[src/sv/cdq_pkg.sv]
// cdq_pkg: request codes, widths, controller states and memory control type
// shared by the circular deque modules
// no dependencies
package cdq_pkg;

  localparam int unsigned REQ_W  = 3;
  localparam int unsigned DATA_W = 32;
  localparam int unsigned CFG_W  = 11;

  localparam logic [REQ_W-1:0] REQ_PUSH_FRONT = 3'd0;
  localparam logic [REQ_W-1:0] REQ_PUSH_BACK  = 3'd1;
  localparam logic [REQ_W-1:0] REQ_POP_FRONT  = 3'd2;
  localparam logic [REQ_W-1:0] REQ_POP_BACK   = 3'd3;
  localparam logic [REQ_W-1:0] REQ_QUERY      = 3'd4;

  // reported as front and rear value when the deque is empty
  localparam logic signed [DATA_W-1:0] EMPTY_VALUE = -32'sd1;

  typedef enum logic [1:0] {
    ST_IDLE,
    ST_READ,
    ST_LOAD
  } state_t;

  typedef struct packed {
    logic we;
    logic re;
  } ram_ctl_t;

endpackage

[src/sv/cdq_in_if.sv]
// cdq_in_if: request channel of the circular deque, valid/ready with payload
// depends on cdq_pkg
interface cdq_in_if;
  logic                                 valid;
  logic                                 ready;
  logic [cdq_pkg::REQ_W-1:0]            req_type;
  logic signed [cdq_pkg::DATA_W-1:0]    push_value;

  modport source (output valid, req_type, push_value, input ready);
  modport sink   (input valid, req_type, push_value, output ready);
endinterface

[src/sv/cdq_out_if.sv]
// cdq_out_if: result channel of the circular deque, valid/ready with payload
// depends on cdq_pkg
interface cdq_out_if;
  logic                                 valid;
  logic                                 ready;
  logic                                 success;
  logic signed [cdq_pkg::DATA_W-1:0]    front_value;
  logic signed [cdq_pkg::DATA_W-1:0]    rear_value;
  logic                                 now_empty;
  logic                                 now_full;

  modport source (output valid, success, front_value, rear_value, now_empty, now_full,
                  input ready);
  modport sink   (input valid, success, front_value, rear_value, now_empty, now_full,
                  output ready);
endinterface

[src/sv/cdq_ctrl.sv]
// cdq_ctrl: head/tail/count update, capacity register, sequencer and
// output register of the circular deque; drives the entry store in cdq_ram
// depends on cdq_pkg, cdq_in_if, cdq_out_if
module cdq_ctrl #(
  parameter int unsigned DEPTH = 1024,
  parameter int unsigned AW    = 10,
  parameter int unsigned CW    = 11
) (
  input  logic                              clk,
  input  logic                              rst_n,
  input  logic                              cfg_we,
  input  logic [cdq_pkg::CFG_W-1:0]         cfg_wdata,
  cdq_in_if.sink                            in_ch,
  cdq_out_if.source                         out_ch,
  output cdq_pkg::ram_ctl_t                 ram_ctl,
  output logic [AW-1:0]                     ram_waddr,
  output logic [AW-1:0]                     ram_raddr_a,
  output logic [AW-1:0]                     ram_raddr_b,
  input  logic signed [cdq_pkg::DATA_W-1:0] ram_rdata_a,
  input  logic signed [cdq_pkg::DATA_W-1:0] ram_rdata_b
);

  localparam int unsigned CAP_RST = (DEPTH < 1024) ? DEPTH : 1024;

  cdq_pkg::state_t state_r, state_nxt;
  logic [AW-1:0]   head_r, head_nxt;
  logic [AW-1:0]   tail_r, tail_nxt;
  logic [CW-1:0]   count_r, count_nxt;
  logic [CW-1:0]   cap_r, cap_nxt;
  logic            ok_r, ok_nxt;
  logic            load_out;
  logic            out_valid_r;
  logic            success_r;
  logic signed [cdq_pkg::DATA_W-1:0] front_r;
  logic signed [cdq_pkg::DATA_W-1:0] rear_r;
  logic            empty_r;
  logic            full_r;
  logic [CW-1:0]   cap_m1;
  logic [AW-1:0]   last_idx;
  logic            is_empty;
  logic            is_full;

  assign cap_m1   = cap_r - CW'(1);
  assign last_idx = AW'(cap_m1);
  assign is_empty = (count_r == '0);
  assign is_full  = (count_r == cap_r);

  assign ram_raddr_a = head_r;
  assign ram_raddr_b = tail_r;

  always_comb begin
    state_nxt     = state_r;
    head_nxt      = head_r;
    tail_nxt      = tail_r;
    count_nxt     = count_r;
    cap_nxt       = cap_r;
    ok_nxt        = ok_r;
    ram_ctl       = '0;
    ram_waddr     = head_r;
    in_ch.ready   = 1'b0;
    load_out      = 1'b0;
    unique case (state_r)
      cdq_pkg::ST_IDLE: begin
        in_ch.ready = 1'b1;
        if (in_ch.valid) begin
          state_nxt = cdq_pkg::ST_READ;
          unique case (in_ch.req_type) inside
            cdq_pkg::REQ_PUSH_FRONT, cdq_pkg::REQ_PUSH_BACK: begin
              ok_nxt = !is_full;
              if (!is_full) begin
                ram_ctl.we = 1'b1;
                count_nxt  = count_r + CW'(1);
                if (is_empty) begin
                  head_nxt  = '0;
                  tail_nxt  = '0;
                  ram_waddr = '0;
                end else if (in_ch.req_type == cdq_pkg::REQ_PUSH_FRONT) begin
                  head_nxt  = (head_r == '0) ? last_idx : head_r - AW'(1);
                  ram_waddr = head_nxt;
                end else begin
                  tail_nxt  = (tail_r == last_idx) ? '0 : tail_r + AW'(1);
                  ram_waddr = tail_nxt;
                end
              end
            end
            cdq_pkg::REQ_POP_FRONT, cdq_pkg::REQ_POP_BACK: begin
              ok_nxt = !is_empty;
              if (!is_empty) begin
                if (count_r == CW'(1)) begin
                  // last entry gone: back to slot zero
                  head_nxt  = '0;
                  tail_nxt  = '0;
                  count_nxt = '0;
                end else begin
                  count_nxt = count_r - CW'(1);
                  if (in_ch.req_type == cdq_pkg::REQ_POP_FRONT) begin
                    head_nxt = (head_r == last_idx) ? '0 : head_r + AW'(1);
                  end else begin
                    tail_nxt = (tail_r == '0) ? last_idx : tail_r - AW'(1);
                  end
                end
              end
            end
            cdq_pkg::REQ_QUERY: begin
              ok_nxt = 1'b1;
            end
            default: begin
              ok_nxt = 1'b0;
            end
          endcase
        end
      end
      cdq_pkg::ST_READ: begin
        ram_ctl.re = 1'b1;
        state_nxt  = cdq_pkg::ST_LOAD;
      end
      cdq_pkg::ST_LOAD: begin
        if (!out_valid_r || out_ch.ready) begin
          load_out  = 1'b1;
          state_nxt = cdq_pkg::ST_IDLE;
        end
      end
      default: begin
        state_nxt = cdq_pkg::ST_IDLE;
      end
    endcase
    // capacity write empties the deque
    if (cfg_we) begin
      head_nxt  = '0;
      tail_nxt  = '0;
      count_nxt = '0;
      if (cfg_wdata == '0) begin
        cap_nxt = CW'(1);
      end else if (32'(cfg_wdata) > 32'(DEPTH)) begin
        cap_nxt = CW'(DEPTH);
      end else begin
        cap_nxt = CW'(cfg_wdata);
      end
    end
  end

  always_ff @(posedge clk) begin
    if (!rst_n) begin
      state_r <= cdq_pkg::ST_IDLE;
      head_r  <= '0;
      tail_r  <= '0;
      count_r <= '0;
      cap_r   <= CW'(CAP_RST);
      ok_r    <= 1'b0;
    end else begin
      state_r <= state_nxt;
      head_r  <= head_nxt;
      tail_r  <= tail_nxt;
      count_r <= count_nxt;
      cap_r   <= cap_nxt;
      ok_r    <= ok_nxt;
    end
  end

  always_ff @(posedge clk) begin
    if (!rst_n) begin
      out_valid_r <= 1'b0;
    end else if (load_out) begin
      out_valid_r <= 1'b1;
    end else if (out_ch.ready) begin
      out_valid_r <= 1'b0;
    end
  end

  always_ff @(posedge clk) begin
    if (load_out) begin
      success_r <= ok_r;
      front_r   <= is_empty ? cdq_pkg::EMPTY_VALUE : ram_rdata_a;
      rear_r    <= is_empty ? cdq_pkg::EMPTY_VALUE : ram_rdata_b;
      empty_r   <= is_empty;
      full_r    <= is_full;
    end
  end

  assign out_ch.valid       = out_valid_r;
  assign out_ch.success     = success_r;
  assign out_ch.front_value = front_r;
  assign out_ch.rear_value  = rear_r;
  assign out_ch.now_empty   = empty_r;
  assign out_ch.now_full    = full_r;

  a_count_le_cap: assert property (@(posedge clk) disable iff (!rst_n)
    count_r <= cap_r)
    else $error("entry count above capacity");

  a_idx_in_ring: assert property (@(posedge clk) disable iff (!rst_n)
    (CW'(head_r) < cap_r) && (CW'(tail_r) < cap_r))
    else $error("head or tail outside the ring");

  a_empty_at_zero: assert property (@(posedge clk) disable iff (!rst_n)
    is_empty |-> (head_r == '0) && (tail_r == '0))
    else $error("empty deque with pointers off slot zero");

  a_accept_reads: assert property (@(posedge clk) disable iff (!rst_n)
    in_ch.valid && in_ch.ready |=> ram_ctl.re)
    else $error("accepted beat not followed by a store read");

  a_empty_value: assert property (@(posedge clk) disable iff (!rst_n)
    out_valid_r && empty_r |-> (front_r == cdq_pkg::EMPTY_VALUE) &&
                               (rear_r == cdq_pkg::EMPTY_VALUE))
    else $error("empty result carries stored values");

endmodule

[src/flat_wrapper.sv]
// flat-port wrapper written by rule: the top's interface ports become plain ports
module cdq_ctrl_flat 
#(
  parameter int unsigned DEPTH = 1024,
  parameter int unsigned AW    = 10,
  parameter int unsigned CW    = 11
)
  (clk, rst_n, cfg_we, cfg_wdata, ram_ctl, ram_waddr, ram_raddr_a, ram_raddr_b, ram_rdata_a, ram_rdata_b, in_ch_valid, in_ch_req_type, in_ch_push_value, in_ch_ready, out_ch_valid, out_ch_success, out_ch_front_value, out_ch_rear_value, out_ch_now_empty, out_ch_now_full, out_ch_ready);
  cdq_in_if in_ch_i ();
  cdq_out_if out_ch_i ();
  input  logic clk;
  input  logic rst_n;
  input  logic cfg_we;
  input  logic [cdq_pkg::CFG_W-1:0] cfg_wdata;
  output cdq_pkg::ram_ctl_t ram_ctl;
  output logic [AW-1:0] ram_waddr;
  output logic [AW-1:0] ram_raddr_a;
  output logic [AW-1:0] ram_raddr_b;
  input  logic signed [cdq_pkg::DATA_W-1:0] ram_rdata_a;
  input  logic signed [cdq_pkg::DATA_W-1:0] ram_rdata_b;
  input wire logic [$bits(in_ch_i.valid)-1:0] in_ch_valid;
  input wire logic [$bits(in_ch_i.req_type)-1:0] in_ch_req_type;
  input wire logic [$bits(in_ch_i.push_value)-1:0] in_ch_push_value;
  output wire logic [$bits(in_ch_i.ready)-1:0] in_ch_ready;
  output wire logic [$bits(out_ch_i.valid)-1:0] out_ch_valid;
  output wire logic [$bits(out_ch_i.success)-1:0] out_ch_success;
  output wire logic [$bits(out_ch_i.front_value)-1:0] out_ch_front_value;
  output wire logic [$bits(out_ch_i.rear_value)-1:0] out_ch_rear_value;
  output wire logic [$bits(out_ch_i.now_empty)-1:0] out_ch_now_empty;
  output wire logic [$bits(out_ch_i.now_full)-1:0] out_ch_now_full;
  input wire logic [$bits(out_ch_i.ready)-1:0] out_ch_ready;
  assign in_ch_i.valid = in_ch_valid;
  assign in_ch_i.req_type = in_ch_req_type;
  assign in_ch_i.push_value = in_ch_push_value;
  assign in_ch_ready = in_ch_i.ready;
  assign out_ch_valid = out_ch_i.valid;
  assign out_ch_success = out_ch_i.success;
  assign out_ch_front_value = out_ch_i.front_value;
  assign out_ch_rear_value = out_ch_i.rear_value;
  assign out_ch_now_empty = out_ch_i.now_empty;
  assign out_ch_now_full = out_ch_i.now_full;
  assign out_ch_i.ready = out_ch_ready;
  cdq_ctrl #(.DEPTH(DEPTH), .AW(AW), .CW(CW)) u_core (.clk(clk), .rst_n(rst_n), .cfg_we(cfg_we), .cfg_wdata(cfg_wdata), .in_ch(in_ch_i), .out_ch(out_ch_i), .ram_ctl(ram_ctl), .ram_waddr(ram_waddr), .ram_raddr_a(ram_raddr_a), .ram_raddr_b(ram_raddr_b), .ram_rdata_a(ram_rdata_a), .ram_rdata_b(ram_rdata_b));
endmodule
[config.mk]
export PLATFORM = sky130hd
export DESIGN_NAME = cdq_ctrl_flat
export DESIGN_NICKNAME = d
export VERILOG_FILES = /design/src/sv/cdq_pkg.sv /design/src/sv/cdq_in_if.sv /design/src/sv/cdq_out_if.sv /design/src/sv/cdq_ctrl.sv /design/src/flat_wrapper.sv
export SDC_FILE = /design/constraint.sdc
export NUM_CORES = 1
export LEC_CHECK = 0
export BUFFER_PORTS_ARGS = -buffer_cell sky130_fd_sc_hd__clkbuf_2
export CAP_MARGIN = 20
export CORE_UTILIZATION = 30
export CTS_BUF_LIST = sky130_fd_sc_hd__clkbuf_4 sky130_fd_sc_hd__clkbuf_8
export DETAILED_ROUTE_END_ITERATION = 7
export SLEW_MARGIN = 30
export SYNTH_ARGS = -nofsm -noshare
export SYNTH_HDL_FRONTEND = slang
export SYNTH_SLANG_ARGS = --single-unit
export TNS_END_PERCENT = 50
[constraint.sdc]
create_clock -name clk -period 3.7 [get_ports clk]
set_input_delay 0.37 -clock clk [delete_from_list [all_inputs] [get_ports clk]]
set_output_delay 0.37 -clock clk [all_outputs]
set_load 0.005 [all_outputs]
-- Word level (Yosys, flattened, before mapping)
Index checks and enable logic that the tools add are counted.
- register bits: 113
- bits of input ports: 115
- output and inout bits: 101
- logic and storage cells: 103
- add/subtract/negate cells: 7
- $lt $le $gt $ge: 1
- equal/unequal tests: 18
- mux-type cells: 44
- bitwise logic cells: 1
- reductions and logical operators: 20
- operator list (kind ; number):
    2-to-1 mux 10 bit ; 22
    2-to-1 mux 11 bit ; 5
    case mux 10 bit (2 select lines) ; 2
    subtractor 10 x 1 -> 10 bit, second input constant ; 3
    logical NOT 11 bit ; 2
    case mux 11 bit (2 select lines) ; 1
    adder 10 x 1 -> 10 bit, second input constant ; 2
    == test 10 bit ; 2
    logical NOT 10 bit ; 2
    AND reduction 7 bit ; 2
    adder 11 x 1 -> 11 bit, second input constant ; 1
    == test 11 x 1 -> 1 bit, second input constant ; 1
    == test 11 bit ; 1
    > comparator 11 bit, second input constant ; 1
    subtractor 11 x 1 -> 11 bit, second input constant ; 1
    2-to-1 mux 1 bit ; 10
    == test 3 x 2 -> 1 bit, second input constant ; 2
    != test 2 bit, second input constant ; 3
    != test 3 x 1 -> 1 bit, second input constant ; 2
    case mux 2 bit (3 select lines) ; 1
    OR reduction 2 bit ; 3
    AND reduction 5 bit ; 1
    2-to-1 mux 2 bit ; 2
    AND reduction 2 bit ; 2
    14 further kinds ; 17

-- Logic depth before layout (Yosys ltp)
Gate-level depths: netlist of the first run.
- word-level depth: 9
- mapped depth: 12
- gate-level depth less buffers: 9

-- Least setup slack after synthesis of the first run
No wires, ideal clock.
- kind: input-to-reg
- start: input out_ch_ready
- end: register u_core.front_r (netlist bit u_core.out_ch.front_value[0]) (enable)
- library setup time: 500 ps
- arrival time: 3483 ps
- required time: 3200 ps
- path slack: -284 ps
- stages on the path: 2
- path buffers: 0
- cell sequence: nand2b_1 nor2b_1
- word-level cells in the longest chain between the ends: 3
- RTL lines (element ; RTL line ; RTL):
    start: declaration ; flat_wrapper.sv:31 ; input wire logic [$bits(out_ch_i.ready)-1:0] out_ch_ready;
    logical OR 1 bit ; cdq_ctrl.sv:118 ; if (!out_valid_r || out_ch.ready) begin
    2-to-1 mux 1 bit ; cdq_ctrl.sv:118 ;
    2-to-1 mux 1 bit ; cdq_ctrl.sv:62 ; unique case (state_r)
    net u_core.load_out ; cdq_ctrl.sv:31 ; logic load_out;
    end signal: assignment ; cdq_ctrl.sv:173 ; front_r <= is_empty ? cdq_pkg::EMPTY_VALUE : ram_rdata_a;
    end: declaration ; cdq_ctrl.sv:34 ; logic signed [cdq_pkg::DATA_W-1:0] front_r;
The timed path passes the listed nets, and every way through them passes these cells.
A chain may end at the register's enable or synchronous reset.

-- Worst setup path after layout of the first run
- start: register u_core.cap_r[2]
- end: output ram_waddr[8]
- word-level cells in the longest chain between the ends: 9
- elaborated cells between the ends (all ways): 11
- classes of those cells: add/sub (1); eq/ne (2); mux (8)
- RTL lines (element ; RTL line ; RTL):
    start: declaration ; cdq_ctrl.sv:29 ; logic [CW-1:0] cap_r, cap_nxt;
    start signal: assignment ; cdq_ctrl.sv:148 ; cap_r <= CW'(CAP_RST);
    start signal: assignment ; cdq_ctrl.sv:155 ; cap_r <= cap_nxt;
    subtractor 10 x 1 -> 10 bit ; cdq_ctrl.sv:43 ; assign cap_m1 = cap_r - CW'(1);
    == test 10 bit ; cdq_ctrl.sv:81 ; tail_nxt = (tail_r == last_idx) ? '0 : tail_r + AW'(1);
    2-to-1 mux 10 bit ; cdq_ctrl.sv:81 ;
    2-to-1 mux 10 bit ; cdq_ctrl.sv:77 ; end else if (in_ch.req_type == cdq_pkg::REQ_PUSH_FRONT) begin
    2-to-1 mux 10 bit ; cdq_ctrl.sv:73 ; if (is_empty) begin
    2-to-1 mux 10 bit (*) ; cdq_ctrl.sv:70 ; if (!is_full) begin
    2-to-1 mux 10 bit (*) ; cdq_ctrl.sv:67 ; unique case (in_ch.req_type) inside
    2-to-1 mux 10 bit (*) ; cdq_ctrl.sv:65 ; if (in_ch.valid) begin
    2-to-1 mux 10 bit (*) ; cdq_ctrl.sv:62 ;
    end: declaration ; flat_wrapper.sv:16 ; output logic [AW-1:0] ram_waddr;
Mark *: on every way between the ends. The rest lies on a longest branch, timed or not.

==> results of run 1 <==
report_power, final:
group / total (W) / internal, W / switching [W]
sequential: 0.00138 / 0.00136 / 0.0000211
combinational: 0.000455 / 0.000203 / 0.000252
clock: 0.00119 / 0.000565 / 0.000630
placed cells by master (no fill, tap or decap), drive strengths merged, types with 6 or more instances in the layout:
cell type	synthesis	layout
inv	21	32
a31oi	8	8
nor4	19	19
edfxtp	67	67
and3	13	13
or2	69	69
ha	8	8
xor2	26	26
a21oi	51	51
a211oi	6	6
nor2	45	45
nand2	50	50
dfxtp	46	46
or4	6	6
buf	15	39
nand3	32	32
o22ai	11	11
nor3	25	25
clkbuf	52	200
xnor2	26	26
a311oi	8	8
o211ai	12	12
nor2b	14	14
o21ai	36	36
worst min path at each step:
stage,from,end,slack [ns],cells after the start
floorplan,u_core.ok_r,u_core.out_ch.success,0.41,0
global placement,u_core.ok_r,u_core.out_ch.success,0.42,0
detailed placement,u_core.ok_r,u_core.out_ch.success,0.42,0
CTS,cfg_wdata[1],u_core.cap_r[1],0.14,3
global route,cfg_wdata[1],u_core.cap_r[1],0.14,3
finish,cfg_wdata[1],u_core.cap_r[1],0.16,3
final cells by class:
class	instances	area share
Clock buffer	17	0.0275
Tap cell	280	0.0412
Clock inverter	15	0.0188
Inverter	21	0.00927
Multi-Input combinational cell	543	0.416
Sequential cell	113	0.345
Timing Repair Buffer	222	0.143
kinds of logic (layout without fill, tap and decap cells):
| kind of cell | after synthesis | after routing | share of synthesized area |
|---|---|---|---|
| AO/OA/AOI/OAI | 174 | 174 | 0.169 |
| XOR/XNOR | 54 | 54 | 0.0742 |
| adder cells (fa/ha/maj) | 8 | 8 | 0.0148 |
| buffers and inverters | 88 | 275 | 0.0525 |
| flip-flops | 113 | 113 | 0.435 |
| multiplexers | 7 | 7 | 0.0108 |
| AND/OR/NAND/NOR | 300 | 300 | 0.244 |
timing repair:
action	in CTS	in global routing
buffers inserted	0	2
endpoints found under the setup margin	10	10
resized for setup	9	4
endpoints found under the hold margin	0	0
pin swaps	0	1
per-layer routing:
layer	vias up	global-route usage
li1	3051	-
met1	2925	0.246
met2	306	0.289
met3	21	0.0368
met4	0	0.0457
met5	-	0
critical path, stage by stage, from the launching register on:
cell,delay (ns)
dfxtp_1,0.32
buf_4,0.19
or4_4,0.54
nor2_2,0.10
o22ai_1,0.08
a211o_1,0.30
or4_4,0.55
and3_1,0.20
a221o_1,0.35
clkbuf_2,0.12
state kept, by name, summed over array words and instances (netlist names):
signal	flops
u_core.cap_r	11
u_core.count_r	11
u_core.out_ch.valid	1
u_core.out_ch.now_empty	1
u_core.ok_r	1
u_core.ram_raddr_a	10
u_core.out_ch.front_value	32
u_core.out_ch.now_full	1
u_core.ram_raddr_b	10
u_core.out_ch.rear_value	32
u_core.state_r	2
u_core.out_ch.success	1
through the flow:
step | instance area (um2) | worst slack, ns | hold WS [ns] | cells
2_1_floorplan | 6750 | 0.435 | 0.409 | 744
3_3_place_gp | 8040 | 0.326 | 0.420 | 1177
3_5_place_dp | 8040 | 0.286 | 0.419 | 1177
4_1_cts | 8480 | 0.0153 | 0.139 | 1209
5_1_grt | 8510 | 0.000635 | 0.144 | 1211
6_report | 8510 | 0.134 | 0.163 | 1211
==> reports/summary.txt, run 1 <==
status = finished, violations left
failing checks = design-rule violations
syn nets = 867
Nets = 1041
clock transition at the registers of the reported paths = 0.10 ns
Pwr Density = 356 nW/um2
Leak = 3.29 nW
share of cells above drive strength 1 = 0.371
Avg Cell Area, Syn = 9.07 um2
clock buffer depth = 2
Layout area overhead = 26.1%
Layout Skew = 0.0225 ns
Sequential Area = 2940 um2
final-report setup violation count = 0
row cnt = 54
Yosys cell types = 71
most frequent cell after synthesis = or2_2
upper clock frequency limit = 280 MHz
Num CTS Buffers = 17
Post-DRT Antenna Nets = 0
final slew viol count = 0
htree depth = 4
CTS tree = yes
CP Max Fanout = 10
largest area contributor in the netlist = edfxtp_1
Routed met3 length = 1640 um
Slew headroom = 0.388
commonest cells in the netlist = or2_2 (68), edfxtp_1 (67), clkbuf_1 (52), a21oi_1 (50), nand2_1 (50)
DR top layer = met4
Routed wire per std cell = 17.1 um
#FFs+latches synth = 113
via count = 6303
top cell type's share of synthesized area = 0.298
Most used DFF post-synth = edfxtp_1
die width = 152 um
GRT Util Overall = 0.180
M1 wire length = 9230 um
number of remaining DRC errors = 56
Post-CTS Hold Buffers = 0
number of max-cap violations = 0
I/O Buffers = 183
Yosys Warn Count = 0
total power = 0.00303 W
GRT overflow = 0
drt total wl = 20700 um
CP Launch Type = flip-flop
Fin. Hold Viols = 0
ys async rst share = 0
WL met2 = 9550 um
clk sinks = 113
Cells after Synth = 744
Core Util, Final = 0.387
reg2reg path depth = 10
initial drt markers = 554
r2r endpoint = u_core.ram_raddr_a[7]
boundary pin count = 216
Worst Path Required = 3.33 ns
worst skew pair latency = 0.44 ns
Die H = 152 um
multi-input logic area = 3530 um2
Final Wtd Congestion = 0.886
end of the critical path = ram_waddr[8]
Worst R2R Setup Slack = 0.55 ns
Fillers = 2219
initial core utilization = 0.307
Core Area = 22000 um2
Least-Margin Pin Slew = 0.919 ns
Final period util = 0.964
RSZ-0062 raised after global routing = no
mapped cell area = 6750 um2
initial antenna violation count = 0
Setup Total Neg Slack = 0 ns
Final Critical Period = 3.57 ns
vias in the first global route = 5794
Data arrival, critical path = 3.20 ns
DP HPWL = 15000 um
RR Startpoint = u_core.cap_r[0]
Synth area leaders = edfxtp_1 (30%), dfxtp_1 (14%), or2_2 (6.3%), a21oi_1 (3.7%), xnor2_1 (3.4%)
ANT cells = 0
1st-pass router iterations = 7
Critical Path Source = u_core.cap_r[2]
first-pass GRT wire length = 32800 um
Critical Setup Path Class = reg -> out
vias per inst = 5.20
CP Capture Type = output port
HP Class = in -> reg
register area share after synthesis = 0.435
area of the die = 23100 um2
CTS root buffer = clkbuf_8
Post-synth EDFFs = 67
pin count of the biggest net entering global routing = 67
IR drop worst, VDD = 179 uV
(Power assumes the default switching activity.)
==> run 2: changes to the inputs <==
- CORE_UTILIZATION: 30 -> 48
- PLACE_DENSITY: not set -> 0.79
==> run 2 against run 1 <==
Net effect: the flow now finishes without violations; sequential cell count unchanged; non-clock buffer count down 6; clock skew down 0.0090 ns; global-route usage up 9.8 points; hold slack better by 0.015 ns; die area down 37%; clock power up 6%.
==> reports/summary.txt, run 2 (same netlist as run 1, synthesis figures left out) <==
status = finished, final reports clean
vias per inst = 5.89 (+13%)
worst skew pair latency = 0.45 ns (about the same)
Psw = 0.000812 W (-10%)
commonest non-fill, non-tap cell in the layout = clkbuf_2
drt total wl = 20100 um (-2.8%)
Fin. Hold Viols = 0 (unchanged)
Fillers = 1160 (-48%)
Final period util = 0.988 (+0.0242)
Sequential Area = 2940 um2 (about the same)
1st-pass router iterations = 5 (-2)
commonest non-fill, non-tap cells in the layout = clkbuf_2 (183), or2_2 (68), edfxtp_1 (67), nand2_1 (50), a21oi_1 (50)
Worst Path Required = 3.33 ns (about the same)
IR drop worst, VDD = 182 uV (+1.9%)
GRT Util Overall = 0.277 (+0.0975)
final-report setup violation count = 0 (unchanged)
Final Critical Period = 3.66 ns (+0.0895 ns)
Min Hold Slack = 0.178 ns (+0.0147 ns)
boundary pin count = 216 (unchanged)
clock buffer depth = 2 (unchanged)
Hold Crit Depth = 2 (-1)
Die H = 121 um (-21%)
Post-CTS Hold Buffers = 0 (unchanged)
DP HPWL = 14300 um (-4.8%)
htree depth = 4 (unchanged)
Pint = 0.00229 W (+7.6%)
Nets = 1035 (-0.58%)
CP Max Fanout = 8 (-2)
share of cells above drive strength 1 = 0.364 (-0.00624)
Core Util, Final = 0.621 (+0.234)
Clk pwr share = 0.407 (+0.013)
Layout Skew = 0.0135 ns (-0.00901 ns)
Post-DRT Antenna Nets = 0 (unchanged)
upper clock frequency limit = 274 MHz (-2.4%)
vias in the first global route = 5964 (+2.9%)
final slew viol count = 0 (unchanged)
initial antenna violation count = 1 (+1)
multi-input logic area = 3530 um2 (unchanged)
worst hold start = cfg_wdata[2]
CP Capture Type = output port
CTS tree = yes
initial drt markers = 705 (+27%)
RR Startpoint = u_core.cap_r[3]
number of max-cap violations = 0 (unchanged)
HP Class = in -> reg
r2r endpoint = u_core.ram_raddr_a[7]
die width = 121 um (-21%)
Comb pwr share = 0.147 (-0.003)
Num CTS Buffers = 17 (unchanged)
Routed wire per std cell = 18.3 um (+6.8%)
Layout area overhead = 23.9%
Least-Margin Pin Slew = 0.883 ns (-0.0352 ns)
Worst R2R Setup Slack = 0.57 ns (+0.02 ns)
Data arrival, critical path = 3.29 ns (+0.09 ns)
number of remaining DRC errors = 0 (-100%)
CTS root buffer = clkbuf_8
GRT overflow = 0 (unchanged)
Core Area = 13500 um2 (-39%)
sequential share of power = 0.447 (-0.009)
Leak = 3.26 nW (-0.94%)
via count = 6486 (+2.9%)
clock transition at the registers of the reported paths = 0.07 ns (-0.03 ns)
clk sinks = 113 (unchanged)
area of the die = 14500 um2 (-37%)
Switching Share = 0.262 (-0.0361)
CP Launch Type = flip-flop
first-pass GRT wire length = 31100 um (-5.1%)
Critical Setup Path Class = reg -> out
Hold Path Sink = u_core.cap_r[2]
reg2reg path depth = 8 (-2)
Slew headroom = 0.411 (+0.0234)
I/O Buffers = 183 (unchanged)
pin count of the biggest net entering global routing = 66 (-1.5%)
Pwr Density = 371 nW/um2 (+4.2%)
Final Wtd Congestion = 0.992 (+12%)
row cnt = 42 (-22%)
initial core utilization = 0.501 (+0.194)
run 2: cell types whose count changed in the layout (fill, tap and decap cells not counted), moves of 2 or more:
cell / previous run / this run
buf_4: 38 / 33
bufinv_16: 1 / 4
clkinv_1: 0 / 4
dfxtp_2: 0 / 2
inv_6: 7 / 3
inv_8: 4 / 0
run 2: power groups by stage:
stage / combinational (W) / sequential, W / clock (W)
2_1_floorplan: 0.000284 / 0.00140 / 0
3_3_place_gp: 0.000420 / 0.00141 / 0
3_5_place_dp: 0.000425 / 0.00141 / 0
4_1_cts: 0.000439 / 0.00138 / 0.00128
5_1_grt: 0.000494 / 0.00139 / 0.00134
6_report: 0.000455 / 0.00139 / 0.00126
run 2: layout make-up:
cell class	count	share of cell area
tap	176	0.0263
inverter	21	0.00943
multi-input combinational	543	0.423
sequential	113	0.351
clock inverter	15	0.0226
timing repair buffer	216	0.139
clock buffer	17	0.0280
antenna	1	0.000299
run 2: metal layers:
| metal | track usage | part of all wire | routed length, um | vias up |
|---|---|---|---|---|
| met4 | 0.128 | 0.037 | 736 | 0 |
| met2 | 0.442 | 0.46 | 9210 | 414 |
| met1 | 0.354 | 0.40 | 8140 | 2979 |
| met5 | 0 | 0 | 0 | - |
| li1 | - | - | - | 3031 |
| met3 | 0.0679 | 0.10 | 2060 | 62 |
run 2: worst max-delay path by stage:
stage,startpoint,endpoint,slack (ns),cells after the start
after global placement,u_core.cap_r[1],ram_waddr[8],0.26,10
after CTS,u_core.cap_r[0],ram_waddr[8],0.009,9
final,u_core.cap_r[3],ram_waddr[8],0.04,9
after floorplan,u_core.cap_r[0],ram_waddr[8],0.44,11
after detailed placement,u_core.cap_r[1],ram_waddr[8],0.22,10
after global routing,u_core.cap_r[1],ram_waddr[8],-0.004,11
run 2: metrics by stage:
| step | total power (W) | cell area, um2 | instances | worst slack (ns) | TNS (ns) |
|---|---|---|---|---|---|
| floorplan | 0.00169 | 6750 | 744 | 0.435 | 0 |
| global placement | 0.00183 | 7840 | 1064 | 0.261 | 0 |
| detailed placement | 0.00184 | 7840 | 1064 | 0.219 | 0 |
| CTS | 0.00310 | 8300 | 1097 | 0.00911 | 0 |
| global route | 0.00322 | 8360 | 1102 | -0.00413 | -0.00413 |
| finish | 0.00310 | 8360 | 1102 | 0.0444 | 0 |
run 2: timing repair:
action | 4_1_cts | 5_1_grt
buffers inserted | 1 | 4
cloned | 0 | 0
resized for setup | 7 | 7
pin swaps | 1 | 3
setup endpoints to repair | 10 | 9
run 2: critical path, stage by stage, from the launching register on:
cell      delay [ns]
dfxtp_1         0.33
buf_4           0.18
or4_4           0.60
nor2_2          0.12
o22ai_1         0.09
a211o_1         0.32
or4_4           0.51
and3_1          0.21
a221o_1         0.36
clkbuf_2        0.13
